<file path="config.mk">
export PLATFORM = sky130hd
export DESIGN_NAME = oversampling_adc_channel_filter
export DESIGN_NICKNAME = d
export VERILOG_FILES = /design/src/rtl/oadc_pkg.sv /design/src/rtl/oadc_div.sv /design/src/rtl/oadc_ctrl.sv /design/src/rtl/oadc_datapath.sv /design/src/rtl/oversampling_adc_channel_filter.sv
export SDC_FILE = /design/constraint.sdc
export NUM_CORES = 1
export LEC_CHECK = 0
export ABC_AREA = 1
export BUFFER_PORTS_ARGS = -buffer_cell sky130_fd_sc_hd__buf_2
export CORE_MARGIN = 1
export CORE_UTILIZATION = 40
export CTS_CLUSTER_DIAMETER = 60
export DETAILED_ROUTE_END_ITERATION = 7
export GPL_ROUTABILITY_DRIVEN = 0
export SLEW_MARGIN = 25
export SYNTH_ARGS = -nofsm -noshare
export SYNTH_HDL_FRONTEND = slang
export SYNTH_HIERARCHICAL = 1
export SYNTH_SLANG_ARGS = --single-unit
export TNS_END_PERCENT = 20
</file>
<file path="constraint.sdc">
create_clock -name clk_i -period 7.55 [get_ports clk_i]
set_clock_uncertainty 0.1 [all_clocks]
set_input_delay 1.51 -clock clk_i [delete_from_list [all_inputs] [get_ports clk_i]]
set_output_delay 1.51 -clock clk_i [all_outputs]
set_load 0.03 [all_outputs]
</file>
<file path="src/rtl/oadc_pkg.sv">
// oadc_pkg: shared types and constants of the oversampling adc channel filter
// used by oadc_div, oadc_ctrl, oadc_datapath and the top level; no dependencies
package oadc_pkg;

  localparam int unsigned SampleW   = 12;
  localparam int unsigned ChanW     = 3;
  localparam int unsigned BitsW     = 4;
  localparam int unsigned SumW      = 20;
  localparam int unsigned LenW      = 9;
  localparam int unsigned MaskW     = 8;
  localparam int unsigned ByteW     = 8;
  localparam int unsigned ReadW     = 16;
  localparam int unsigned DivW      = SumW + 4;
  localparam int unsigned DivCntW   = $clog2(DivW);
  localparam int unsigned ShiftW    = 5;
  localparam int unsigned CfgIdxW   = 2;
  localparam int unsigned CfgDataW  = 9;
  localparam int unsigned InDataW   = 24;
  localparam int unsigned OutDataW  = 32;

  localparam logic [LenW-1:0]    MaxLen     = 9'd256;
  localparam logic [ByteW-1:0]   LowClear   = 8'hff;
  localparam logic [ShiftW-1:0]  HfPoint    = 5'd19;
  localparam logic [ShiftW-1:0]  NormPoint  = 5'd17;

  localparam logic [CfgIdxW-1:0] CfgBlockLength  = 2'd0;
  localparam logic [CfgIdxW-1:0] CfgHighfreqMask = 2'd1;

  localparam logic OpSample = 1'b0;
  localparam logic OpQuery  = 1'b1;

  typedef enum logic [2:0] {
    StIdle,
    StSample,
    StLoad,
    StDiv,
    StFinish
  } state_e;

  typedef struct packed {
    logic capture;
    logic sample_upd;
    logic div_load;
    logic div_step;
    logic emit_query;
  } ctrl_cmd_t;

  typedef struct packed {
    logic div_last;
    logic out_free;
  } ctrl_sts_t;

endpackage

</file>
<file path="src/rtl/oadc_div.sv">
// oadc_div: restoring divider, one quotient bit per cycle while step_i is high
// depends on oadc_pkg
module oadc_div (
  input  logic                            clk_i,
  input  logic                            rst_ni,
  input  logic                            load_i,
  input  logic                            step_i,
  input  logic [oadc_pkg::DivW-1:0]       dividend_i,
  input  logic [oadc_pkg::LenW-1:0]       divisor_i,
  output logic [oadc_pkg::DivW-1:0]       quotient_o,
  output logic                            last_o
);

  logic [oadc_pkg::DivW-1:0]    quo_q, quo_d;
  logic [oadc_pkg::LenW-1:0]    rem_q, rem_d;
  logic [oadc_pkg::LenW-1:0]    dsr_q;
  logic [oadc_pkg::DivCntW-1:0] cnt_q, cnt_d;
  logic [oadc_pkg::LenW:0]      trial;
  logic                         ge;

  assign trial = {rem_q, quo_q[oadc_pkg::DivW-1]};
  assign ge    = trial >= {1'b0, dsr_q};

  always_comb begin
    quo_d = quo_q;
    rem_d = rem_q;
    cnt_d = cnt_q;
    if (load_i) begin
      quo_d = dividend_i;
      rem_d = '0;
      cnt_d = '0;
    end else if (step_i) begin
      quo_d = {quo_q[oadc_pkg::DivW-2:0], ge};
      rem_d = ge ? oadc_pkg::LenW'(trial - {1'b0, dsr_q}) : oadc_pkg::LenW'(trial);
      cnt_d = cnt_q + 1'b1;
    end
  end

  always_ff @(posedge clk_i or negedge rst_ni) begin
    if (!rst_ni) begin
      cnt_q <= '0;
    end else begin
      cnt_q <= cnt_d;
    end
  end

  always_ff @(posedge clk_i) begin
    quo_q <= quo_d;
    rem_q <= rem_d;
    if (load_i) begin
      dsr_q <= divisor_i;
    end
  end

  assign quotient_o = quo_q;
  assign last_o     = cnt_q == oadc_pkg::DivCntW'(oadc_pkg::DivW - 1);

`ifndef SYNTHESIS
  a_rem_below_divisor: assert property (@(posedge clk_i) disable iff (!rst_ni)
    step_i |-> rem_q < dsr_q)
    else $error("divider remainder not below divisor");
  a_step_count: assert property (@(posedge clk_i) disable iff (!rst_ni)
    step_i |-> cnt_q < oadc_pkg::DivCntW'(oadc_pkg::DivW))
    else $error("divider stepped past its last bit");
  a_load_restarts: assert property (@(posedge clk_i) disable iff (!rst_ni)
    load_i |=> cnt_q == '0)
    else $error("divider load did not restart the count");
`endif

endmodule

</file>
<file path="src/rtl/oadc_ctrl.sv">
// oadc_ctrl: sequencer for sample updates and divided queries
// depends on oadc_pkg
module oadc_ctrl (
  input  logic                  clk_i,
  input  logic                  rst_ni,
  input  logic                  in_valid_i,
  input  logic                  in_op_i,
  output logic                  in_ready_o,
  input  oadc_pkg::ctrl_sts_t   sts_i,
  output oadc_pkg::ctrl_cmd_t   cmd_o
);

  oadc_pkg::state_e state_q, state_d;

  always_comb begin
    state_d = state_q;
    case (state_q)
      oadc_pkg::StIdle: begin
        if (in_valid_i) begin
          state_d = (in_op_i == oadc_pkg::OpQuery) ? oadc_pkg::StLoad : oadc_pkg::StSample;
        end
      end
      oadc_pkg::StSample: begin
        if (sts_i.out_free) begin
          state_d = oadc_pkg::StIdle;
        end
      end
      oadc_pkg::StLoad:   state_d = oadc_pkg::StDiv;
      oadc_pkg::StDiv: begin
        if (sts_i.div_last) begin
          state_d = oadc_pkg::StFinish;
        end
      end
      oadc_pkg::StFinish: begin
        if (sts_i.out_free) begin
          state_d = oadc_pkg::StIdle;
        end
      end
      default: state_d = oadc_pkg::StIdle;
    endcase
  end

  always_comb begin
    in_ready_o = 1'b0;
    cmd_o      = '0;
    case (state_q)
      oadc_pkg::StIdle: begin
        in_ready_o    = 1'b1;
        cmd_o.capture = in_valid_i;
      end
      oadc_pkg::StSample: cmd_o.sample_upd = sts_i.out_free;
      oadc_pkg::StLoad:   cmd_o.div_load   = 1'b1;
      oadc_pkg::StDiv:    cmd_o.div_step   = 1'b1;
      oadc_pkg::StFinish: cmd_o.emit_query = sts_i.out_free;
      default: ;
    endcase
  end

  always_ff @(posedge clk_i or negedge rst_ni) begin
    if (!rst_ni) begin
      state_q <= oadc_pkg::StIdle;
    end else begin
      state_q <= state_d;
    end
  end

`ifndef SYNTHESIS
  a_emit_needs_slot: assert property (@(posedge clk_i) disable iff (!rst_ni)
    (cmd_o.sample_upd || cmd_o.emit_query) |-> sts_i.out_free)
    else $error("result emitted into a full output register");
  a_accept_leaves_idle: assert property (@(posedge clk_i) disable iff (!rst_ni)
    cmd_o.capture |=> (state_q == oadc_pkg::StSample || state_q == oadc_pkg::StLoad))
    else $error("accepted item did not start work");
  a_load_then_div: assert property (@(posedge clk_i) disable iff (!rst_ni)
    cmd_o.div_load |=> cmd_o.div_step)
    else $error("divider load not followed by a step");
`endif

endmodule

</file>
<file path="src/rtl/oadc_datapath.sv">
// oadc_datapath: configuration registers, per-channel accumulators, output register
// depends on oadc_pkg and oadc_div
module oadc_datapath #(
  parameter int unsigned CHANNELS = 8
) (
  input  logic                                clk_i,
  input  logic                                rst_ni,
  input  oadc_pkg::ctrl_cmd_t                 cmd_i,
  output oadc_pkg::ctrl_sts_t                 sts_o,
  input  logic [oadc_pkg::ChanW-1:0]          in_channel_i,
  input  logic [oadc_pkg::SampleW-1:0]        in_sample_i,
  input  logic [oadc_pkg::BitsW-1:0]          in_bits_i,
  input  logic                                cfg_we_i,
  input  logic [oadc_pkg::CfgIdxW-1:0]        cfg_index_i,
  input  logic [oadc_pkg::CfgDataW-1:0]       cfg_data_i,
  output logic                                out_valid_o,
  input  logic                                out_ready_i,
  output logic                                out_done_o,
  output logic [oadc_pkg::ReadW-1:0]          out_read_o,
  output logic [oadc_pkg::ByteW-1:0]          out_range_o
);

  localparam int unsigned IdxW = (CHANNELS > 1) ? $clog2(CHANNELS) : 1;

  logic [oadc_pkg::LenW-1:0]    blen_q;
  logic [oadc_pkg::MaskW-1:0]   hfmask_q;

  logic [oadc_pkg::ChanW-1:0]   ch_q;
  logic [oadc_pkg::SampleW-1:0] smp_q;
  logic [oadc_pkg::BitsW-1:0]   bits_q;

  logic [oadc_pkg::LenW-1:0]    cd_q    [CHANNELS];
  logic [oadc_pkg::SumW-1:0]    sum_q   [CHANNELS];
  logic [oadc_pkg::ByteW-1:0]   high_q  [CHANNELS];
  logic [oadc_pkg::ByteW-1:0]   low_q   [CHANNELS];
  logic [oadc_pkg::SumW-1:0]    lsum_q  [CHANNELS];
  logic [oadc_pkg::ByteW-1:0]   lrange_q[CHANNELS];

  logic                         ch_ok, hf;
  logic [IdxW-1:0]              idx;
  logic [oadc_pkg::LenW-1:0]    eff_len;
  logic [oadc_pkg::ByteW-1:0]   smp_byte;
  logic [oadc_pkg::DivW-1:0]    quotient;
  logic [oadc_pkg::ShiftW-1:0]  sh;
  logic [oadc_pkg::DivW+2:0]    wide;
  logic [oadc_pkg::ReadW-1:0]   scaled;
  logic                         div_last;

  logic                         out_valid_q;
  logic                         out_done_q;
  logic [oadc_pkg::ReadW-1:0]   out_read_q;
  logic [oadc_pkg::ByteW-1:0]   out_range_q;

  assign ch_ok    = 32'(ch_q) < CHANNELS;
  assign idx      = ch_ok ? IdxW'(ch_q) : '0;
  assign hf       = hfmask_q[ch_q];
  assign smp_byte = smp_q[9:2];

  always_comb begin
    if (hf) begin
      eff_len = oadc_pkg::LenW'(1);
    end else if (blen_q == '0) begin
      eff_len = oadc_pkg::LenW'(1);
    end else if (blen_q > oadc_pkg::MaxLen) begin
      eff_len = oadc_pkg::MaxLen;
    end else begin
      eff_len = blen_q;
    end
  end

  // config port
  always_ff @(posedge clk_i or negedge rst_ni) begin
    if (!rst_ni) begin
      blen_q   <= oadc_pkg::LenW'(1);
      hfmask_q <= '0;
    end else if (cfg_we_i) begin
      case (cfg_index_i)
        oadc_pkg::CfgBlockLength:  blen_q   <= cfg_data_i;
        oadc_pkg::CfgHighfreqMask: hfmask_q <= cfg_data_i[oadc_pkg::MaskW-1:0];
        default: ;
      endcase
    end
  end

  always_ff @(posedge clk_i) begin
    if (cmd_i.capture) begin
      ch_q   <= in_channel_i;
      smp_q  <= in_sample_i;
      bits_q <= in_bits_i;
    end
  end

  // per-channel accumulators
  always_ff @(posedge clk_i or negedge rst_ni) begin
    if (!rst_ni) begin
      for (int i = 0; i < CHANNELS; i++) begin
        cd_q[i]     <= '0;
        sum_q[i]    <= '0;
        high_q[i]   <= '0;
        low_q[i]    <= '0;
        lsum_q[i]   <= '0;
        lrange_q[i] <= '0;
      end
    end else if (cmd_i.sample_upd && ch_ok) begin
      if (cd_q[idx] != '0) begin
        cd_q[idx]  <= cd_q[idx] - 1'b1;
        sum_q[idx] <= sum_q[idx] + oadc_pkg::SumW'(smp_q);
        if (smp_byte > high_q[idx]) begin
          high_q[idx] <= smp_byte;
        end
        if (smp_byte < low_q[idx]) begin
          low_q[idx] <= smp_byte;
        end
      end else begin
        lsum_q[idx]   <= sum_q[idx];
        lrange_q[idx] <= high_q[idx] - low_q[idx];
        cd_q[idx]     <= eff_len;
        sum_q[idx]    <= '0;
        high_q[idx]   <= '0;
        low_q[idx]    <= oadc_pkg::LowClear;
      end
    end
  end

  oadc_div u_div (
    .clk_i      (clk_i),
    .rst_ni     (rst_ni),
    .load_i     (cmd_i.div_load),
    .step_i     (cmd_i.div_step),
    .dividend_i ({lsum_q[idx], 4'b0000}),
    .divisor_i  (eff_len),
    .quotient_o (quotient),
    .last_o     (div_last)
  );

  // q * 8 shifted right by point - bits covers both directions
  assign sh     = (hf ? oadc_pkg::HfPoint : oadc_pkg::NormPoint) - oadc_pkg::ShiftW'(bits_q);
  assign wide   = {quotient, 3'b000} >> sh;
  assign scaled = wide[oadc_pkg::ReadW-1:0];

  // output register
  always_ff @(posedge clk_i or negedge rst_ni) begin
    if (!rst_ni) begin
      out_valid_q <= 1'b0;
    end else if (cmd_i.sample_upd || cmd_i.emit_query) begin
      out_valid_q <= 1'b1;
    end else if (out_ready_i) begin
      out_valid_q <= 1'b0;
    end
  end

  always_ff @(posedge clk_i) begin
    if (cmd_i.sample_upd) begin
      out_done_q  <= ch_ok && (cd_q[idx] == '0);
      out_read_q  <= '0;
      out_range_q <= '0;
    end else if (cmd_i.emit_query) begin
      out_done_q  <= 1'b0;
      out_read_q  <= ch_ok ? scaled : '0;
      out_range_q <= ch_ok ? lrange_q[idx] : '0;
    end
  end

  assign sts_o.div_last = div_last;
  assign sts_o.out_free = !out_valid_q || out_ready_i;

  assign out_valid_o = out_valid_q;
  assign out_done_o  = out_done_q;
  assign out_read_o  = out_read_q;
  assign out_range_o = out_range_q;

`ifndef SYNTHESIS
  a_query_no_done: assert property (@(posedge clk_i) disable iff (!rst_ni)
    cmd_i.emit_query |=> !out_done_q)
    else $error("query result flagged a closed block");
  a_sample_no_read: assert property (@(posedge clk_i) disable iff (!rst_ni)
    cmd_i.sample_upd |=> out_read_q == '0 && out_range_q == '0)
    else $error("sample result carries query fields");
  a_close_reloads: assert property (@(posedge clk_i) disable iff (!rst_ni)
    (cmd_i.sample_upd && ch_ok && cd_q[idx] == '0) |=> cd_q[$past(idx)] != '0)
    else $error("closed block did not reload its countdown");
`endif

endmodule

</file>
<file path="src/rtl/oversampling_adc_channel_filter.sv">
// oversampling_adc_channel_filter: multi-channel oversampling accumulator, top level
// depends on oadc_pkg, oadc_ctrl, oadc_datapath and oadc_div
//
// Input stream: each transaction is a sample (tuser op 0) or a query (op 1) for one
// channel. One result transaction comes out for every input transaction, in order.
// A sample adds to the channel sum and range trackers, or closes the block when the
// channel countdown is zero (block_done set). A query returns the latched range and
// the latched sum divided by block length (1 if highfreq), scaled to requested bits.
// A sample is captured, then written to the output register once that is free; the
// controller then goes back to idle and takes the next item. A query first loads a
// one-bit-per-cycle restoring divider (24 steps) and runs it, then its result is
// written once the output register is free, and only then is the next item taken.
// The output register holds a finished result while the receiver stalls; the next
// item is still accepted, and its result waits until the register is taken.
// Configuration: index 0 block_length, index 1 highfreq_mask; always ready, write
// only while idle. Reset clears all channel state, block_length 1, mask 0, and
// no result is pending afterwards.
module oversampling_adc_channel_filter #(
  parameter int unsigned CHANNELS = 8
) (
  input  logic                             clk_i,
  input  logic                             rst_ni,
  input  logic                             s_axis_tvalid,
  output logic                             s_axis_tready,
  // channel[2:0], sample[14:3], bits[18:15], zero fill
  input  logic [oadc_pkg::InDataW-1:0]     s_axis_tdata,
  // op[0]
  input  logic [0:0]                       s_axis_tuser,
  output logic                             m_axis_tvalid,
  input  logic                             m_axis_tready,
  // block_done[0], scaled_read[16:1], peak_range[24:17], zero fill
  output logic [oadc_pkg::OutDataW-1:0]    m_axis_tdata,
  input  logic                             cfg_valid_i,
  output logic                             cfg_ready_o,
  input  logic [oadc_pkg::CfgIdxW-1:0]     cfg_index_i,
  input  logic [oadc_pkg::CfgDataW-1:0]    cfg_data_i
);

  oadc_pkg::ctrl_cmd_t          cmd;
  oadc_pkg::ctrl_sts_t          sts;
  logic                         out_done;
  logic [oadc_pkg::ReadW-1:0]   out_read;
  logic [oadc_pkg::ByteW-1:0]   out_range;

  assign cfg_ready_o = 1'b1;

  oadc_ctrl u_ctrl (
    .clk_i      (clk_i),
    .rst_ni     (rst_ni),
    .in_valid_i (s_axis_tvalid),
    .in_op_i    (s_axis_tuser[0]),
    .in_ready_o (s_axis_tready),
    .sts_i      (sts),
    .cmd_o      (cmd)
  );

  oadc_datapath #(
    .CHANNELS (CHANNELS)
  ) u_datapath (
    .clk_i        (clk_i),
    .rst_ni       (rst_ni),
    .cmd_i        (cmd),
    .sts_o        (sts),
    .in_channel_i (s_axis_tdata[2:0]),
    .in_sample_i  (s_axis_tdata[14:3]),
    .in_bits_i    (s_axis_tdata[18:15]),
    .cfg_we_i     (cfg_valid_i && cfg_ready_o),
    .cfg_index_i  (cfg_index_i),
    .cfg_data_i   (cfg_data_i),
    .out_valid_o  (m_axis_tvalid),
    .out_ready_i  (m_axis_tready),
    .out_done_o   (out_done),
    .out_read_o   (out_read),
    .out_range_o  (out_range)
  );

  assign m_axis_tdata = {7'b0000000, out_range, out_read, out_done};

endmodule
</file>
==> After elaboration in Yosys (flattened, before gate mapping) <==
Index checks and enable logic that the tools add are counted.
{ "op_classes": {"n_addsub": 6, "magnitude_cmp": 7, "eq_ne": 11, "shifts": 1, "n_mux": 63, "bitwise_logic": 7, "reduce_logical": 19} }
{ "ops": {"columns": ["op", "count"], "rows": [
  ["160-bit bitwise mux", 2],
  ["64-bit two-way mux", 4],
  ["64-bit bitwise mux", 3],
  ["160-bit AND", 1],
  ["160-bit two-way mux", 1],
  ["160-bit NOT", 1],
  ["72-bit bitwise mux", 2],
  ["20-bit binary-select mux with 3-bit select", 2],
  ["20-bit two-way mux", 5],
  ["8-bit binary-select mux with 3-bit select", 3],
  ["72-bit two-way mux", 1],
  ["64-bit AND", 1],
  ["64-bit NOT", 1],
  ["64-bit bitwise OR", 1],
  ["9-bit two-way mux", 7],
  ["20-bit demux with 3-bit select", 1],
  ["8-bit two-way mux", 7],
  ["24-bit two-way mux", 2],
  ["9-bit binary-select mux with 3-bit select", 1],
  ["9-bit demux with 3-bit select", 1],
  ["27-bit by 5-bit >> shifter with 16-bit output", 1],
  ["8-bit demux with 3-bit select", 1],
  ["20-bit by 12-bit adder with 20-bit output", 1],
  ["9-bit logical NOT", 2],
  ["other kinds (37)", 62]
]} }
{ "word_totals": {"register_bits": 696, "input_bits": 41, "wordCells": 177} }

==> Depth between registers and ports, before layout <==
{ "logic_depth": {"word_depth": 8, "depth_mapped": 23, "mapped_depth_nobuf": 21} }

==> By module <==
Netlist, hierarchy kept.
{ "by_module_without_submodules": {"columns": ["mod", "instances", "cells_per_inst", "area_each_um2", "seq_area_each_um2"], "rows": [
  ["oadc_datapath", 1, 3897, 31574.0, 16146.7],
  ["oadc_div", 1, 292, 2497.4, 1296.2],
  ["oadc_ctrl", 1, 37, 226.5, 75.1],
  ["oversampling_adc_channel_filter", 1, 11, 75.1, 0.0]
]} }

==> Worst setup path after synthesis <==
No wires, ideal clock.
{ "synth_path": {"kind": "register -> register", "startpoint": "register u_datapath/ch_q[1] in the netlist's numbering", "endpoint": "register u_datapath/lrange_q[22] in the netlist's numbering", "setup_ps": 140, "arrival_ps": 3319, "required_time_ps": 7310, "slack_ps": 3991, "stages_incl_launch_ff": 20, "path_buffers": 5, "path_cell_list": "edfxtp_1 > buf_4 > inv_2 > buf_2 > nand3_1 > buf_4 > inv_1 > buf_2 > buf_2 > a221oi_1 > nand2_1 > inv_1 > ha_1 > fa_1 > o21ai_0 > a21oi_1 > nor2_1 > nor2_1 > xor2_1 > o21ai_0"} }
{ "synth_between": {"elab_chain_len": 7, "word_cells_on_any_way": 20, "cone_classes": "1 x add/sub; 2 x order compare; 12 x mux; 2 x bitwise; 3 x reduce/logical"} }
{ "synth_lines": {"columns": ["item", "line", "rtl"], "rows": [
  ["from (decl)", "oadc_datapath.sv:28", "logic [oadc_pkg::ChanW-1:0] ch_q;"],
  ["from (signal assigned)", "oadc_datapath.sv:87", "ch_q <= in_channel_i;"],
  ["3-bit NOT with 4-bit output (not written as such) (*)", "oadc_datapath.sv:105, oadc_datapath.sv:116", null],
  ["parallel branches: the longest is 6 deep, another holds 8-bit subtractor", null, null],
  ["to (signal, indexed assignment)", "oadc_datapath.sv:116", "lrange_q[idx] <= high_q[idx] - low_q[idx];"],
  ["to (decl)", "oadc_datapath.sv:37", "logic [oadc_pkg::ByteW-1:0] lrange_q[CHANNELS];"]
]} }
Every way passes the cells marked *. The select of a mux whose other input is x is not followed.
A chain may end at the register's enable or synchronous reset.

==> Worst setup path in the final report <==
{ "layout_path": {"startpoint": "register u_datapath/ch_q[0] in the netlist's numbering", "endpoint": "register u_datapath.out_read_q (netlist bit u_datapath/out_read_o[0])"} }
{ "layout_between": {"elab_chain_len": 5} }
{ "layout_lines": {"columns": ["item", "line", "rtl"], "rows": [
  ["1-bit binary-select mux with 3-bit select", "oadc_datapath.sv:56", "assign hf = hfmask_q[ch_q];"],
  ["1-bit two-way mux (not written as such)", "oadc_datapath.sv:56", null],
  ["2-bit two-way mux", "oadc_datapath.sv:137", "assign sh = (hf ? oadc_pkg::HfPoint : oadc_pkg::NormPoint) - oadc_pkg::ShiftW'(bits_q);"],
  ["5-bit by 4-bit subtractor with 5-bit output", "oadc_datapath.sv:137", null],
  ["27-bit by 5-bit >> shifter with 16-bit output", "oadc_datapath.sv:138", "assign wide = {quotient, 3'b000} >> sh;"],
  ["to (signal assigned)", "oadc_datapath.sv:159", "out_read_q <= ch_ok ? scaled : '0;"],
  ["to (decl)", "oadc_datapath.sv:51", "logic [oadc_pkg::ReadW-1:0] out_read_q;"]
]} }
Every way passes these cells. The select of a mux whose other input is x is not followed.

==> metrics <==
mapped cell area 0.0344 mm^2; routed vias/inst 5.32; sequential area share after synthesis 51.0%; number of flip-flops and latches in the synthesized netlist 696; Bufs on Longest Clock Path 3; placed wire-length estimate after detailed placement 65.6 mm; leading cell types in the layout, fill and taps excluded 1497 x sky130_fd_sc_hd__nand2_1, 609 x sky130_fd_sc_hd__dfrtp_1, 356 x sky130_fd_sc_hd__o21ai_0, 327 x sky130_fd_sc_hd__inv_1, 220 x sky130_fd_sc_hd__nand3_1; H-tree levels 3; setup slack after layout 1.85 ns; Fmax 0.175 GHz; largest net degree at the start of global routing 167; die area 0.0871 mm^2; global-route total usage across every layer 24.4%; run status finished clean; Max Slew Vio Count 0; Critical-path top delay cell sky130_fd_sc_hd__edfxtp_1; clock root buffer sky130_fd_sc_hd__clkbuf_16; data required time at the worst endpoint 8.03 ns; Power Density 379 mW/mm^2; detailed-route via count 29000; data arrival time at the worst-slack endpoint 6.18 ns; buffering stage count on the worst path with inverters included 6; fill cell instance count of the final layout 8542; worst ir drop on vdd 0.214 mV; number of clock buffers inserted by TritonCTS 82; area fraction in compound gates after synthesis 14.3%; detailed router's first-iteration violation count 2617; type of destination of the critical path flip-flop; Post-Synth Simple-Gate Area 24.5%; Hold Vio Cnt, Final 0; grt ovf 0; post-route total power 14.6 mW; layout cell share with drive strength beyond 1 9.04%; Critical Path Source Type flip-flop; cell count after synthesis 4237; worst hold margin 0.364 ns; first-pass GRT wire length 164 mm; Final nets 4329; ys async rst share 87.6%; Synth-to-Final Area Change 11.8%; number of max-cap violations 0; clock slew seen by the registers of the worst setup and hold paths 0.06 ns; main combinational cell family by area after synthesis simple AND/OR/NAND/NOR gates; critical path, cell by cell buf_4 > nand3_1 > buf_4 > inv_2 > a22o_1 > nor2_1 > nand2_2 > inv_1 > ha_1 > inv_1 > nand2_1 > o21ai_0 > or2_2 > a21oi_1 > o21ai_0 > nand3_1 > o211ai_1 > inv_1; mux share of post-synthesis cell area 0.757%; worst-skew pair later-pin latency 0.65 ns; cell family contributing the most delay on the critical path buffers and inverters; delay of the slowest critical-path stage 0.76 ns; count of unresolved DRC violations after routing 0; depth of the worst hold-timing path 2; remaining antenna violation count 0; mean post-synth cell area 8.11 um^2; post-synthesis share of cell area spent on xor and xnor gates 0.535%; synthesized-area fraction occupied by adder cells 1.91%; post-DR wirelength/cell 19.3 um; quantity of gates resized following cts 0; critical-path maximum fanout 74; Critical Path Most Common Cell sky130_fd_sc_hd__inv_1; non-filler cells, final 5447; via count of the first global-routing pass 27400; FP Rows 107; instance count on the critical path 18; Setup violations, final 0; worst-case headroom to the max-slew limit 30.7%; DP Worst Slack 1.88 ns; share of the clock period used by the worst path after layout 75.6%; clock net sink count 696; clock tree from TritonCTS yes; class of the worst hold path flip-flop to flip-flop; time the worst path needs with I/O delays and setup 5.70 ns; DRT Pass-1 Iters 6; RSZ-0062 raised after global routing false; count of boundary I/O pins 76; setup TNS 0 ns; number of port buffers 62; post-detailed-routing wire length 105 mm; Post-synth EDFFs 53; die height 295 um; most frequent standard cell in the layout excluding fill and tap cells sky130_fd_sc_hd__nand2_1; type of the worst setup path flip-flop to flip-flop; post-placement cell count 5298; number of antenna violations at the first check in global routing 0; Most used DFF post-synth sky130_fd_sc_hd__dfrtp_1; Inserted Diodes 0; Leak 18.9 nW; initial core utilization 40.4%; CTS hold repair buffers 0; Yosys warning total 6; Unique masters post-synth 63; count of cells along the worst register-to-register path 18; slew at the pin closest to its max-slew limit 1.04 ns; Chip Width 295 um; post-CTS setup-driven buffer insertion count 0; placeable core region 0.0851 mm^2
[worst register-to-register path, stage by stage (launching register included)]
cell and delay (ns):
sky130_fd_sc_hd__edfxtp_1 0.76, sky130_fd_sc_hd__buf_4 0.75, sky130_fd_sc_hd__nand3_1 0.15, sky130_fd_sc_hd__buf_4 0.30, sky130_fd_sc_hd__inv_2 0.64, sky130_fd_sc_hd__a22o_1 0.23
sky130_fd_sc_hd__nor2_1 0.05, sky130_fd_sc_hd__nand2_2 0.15, sky130_fd_sc_hd__inv_1 0.22, sky130_fd_sc_hd__ha_1 0.71, sky130_fd_sc_hd__inv_1 0.48, sky130_fd_sc_hd__nand2_1 0.16
sky130_fd_sc_hd__o21ai_0 0.10, sky130_fd_sc_hd__or2_2 0.32, sky130_fd_sc_hd__a21oi_1 0.12, sky130_fd_sc_hd__o21ai_0 0.10, sky130_fd_sc_hd__nand3_1 0.13, sky130_fd_sc_hd__o211ai_1 0.09
sky130_fd_sc_hd__inv_1 0.08
[final cells by class]
type | count | area, um^2 | share of cell area, %
clock buffers | 125 | 2470 | 6.42
clock inverters | 24 | 275 | 0.716
well taps | 1144 | 1430 | 3.72
flip-flops and latches | 696 | 17500 | 45.6
inverters | 357 | 1350 | 3.50
multi-input cells | 2967 | 14500 | 37.7
repair buffers | 134 | 898 | 2.34
[sequential cells by signal, summed over array words and instances, names as in the netlist, 9 cells and up]
register,count
u_datapath/u_div/dsr_q,9
u_datapath/out_read_o,16
u_datapath/blen_q,9
u_datapath/high_q,64
u_datapath/lsum_q,160
u_datapath/u_div/rem_q,9
u_datapath/smp_q,12
u_datapath/lrange_q,64
u_datapath/u_div/quotient_o,24
u_datapath/cd_q,72
u_datapath/sum_q,160
u_datapath/low_q,64
[through the flow]
| step | instance area (um^2) | util, % |
|---|---|---|
| floorplan | 34400 | - |
| detailed placement | 35700 | 41.9 |
| global placement | 35700 | 41.9 |
| global route | 38400 | 45.1 |
| CTS | 38400 | 45.1 |
| finish | 38400 | 45.1 |
[synthesized netlist by cell type (39+ instances only)]
master	instances	area share, %
sky130_fd_sc_hd__a22o_1	39	0.99
sky130_fd_sc_hd__a21oi_1	134	2.0
sky130_fd_sc_hd__o21ai_1	105	1.5
sky130_fd_sc_hd__buf_2	39	0.57
sky130_fd_sc_hd__dfrtp_1	609	44
sky130_fd_sc_hd__nand3_1	220	3.2
sky130_fd_sc_hd__nor2_1	162	1.8
sky130_fd_sc_hd__edfxtp_1	53	4.6
sky130_fd_sc_hd__o21ai_0	356	5.2
sky130_fd_sc_hd__clkbuf_1	118	1.3
sky130_fd_sc_hd__a221oi_1	54	1.4
sky130_fd_sc_hd__ha_1	47	1.7
sky130_fd_sc_hd__nand4_1	44	0.80
sky130_fd_sc_hd__inv_1	332	3.6
sky130_fd_sc_hd__nand2_1	1500	16
[worst paths after layout]
| path | startpoint | end | slack, ns |
|---|---|---|---|
| min reg2reg | u_datapath/out_read_o[12] | u_datapath/out_read_o[12] | 0.36 |
| max | u_datapath/ch_q[0] | u_datapath/out_read_o[0] | 1.85 |
| max reg2reg | u_datapath/ch_q[0] | u_datapath/out_read_o[0] | 1.85 |
| max in group asynchronous | rst_ni | u_datapath/cd_q[4] | 5.05 |
| min | u_datapath/out_read_o[12] | u_datapath/out_read_o[12] | 0.36 |
| min in group asynchronous | rst_ni | u_datapath/lrange_q[59] | 0.82 |
[power breakdown]
part | switching (mW) | leakage, nW | internal [mW]
sequential | 0.525 | 8.05 | 4.76
combinational | 3.74 | 9.54 | 1.52
clock | 1.63 | 1.36 | 2.39
[routing by layer]
layer / GRT usage [%] / vias up / routed length [um]
met2: 38.4 / 903 / 47400
met3: 3.46 / 165 / 6460
met5: 0 / - / 0
li1: - / 13900 / -
met1: 34.9 / 14000 / 48500
met4: 7.15 / 0 / 2740
[logic make-up after synthesis]
group | count (synthesis)
buffers and inverters | 583
AND/OR/NAND/NOR | 2020
XOR/XNOR | 21
multiplexers | 26
adder cells (fa/ha/maj) | 51
other | 3
AO/OA/AOI/OAI | 837
flip-flops | 696
Power figures use the tool's default switching activity.
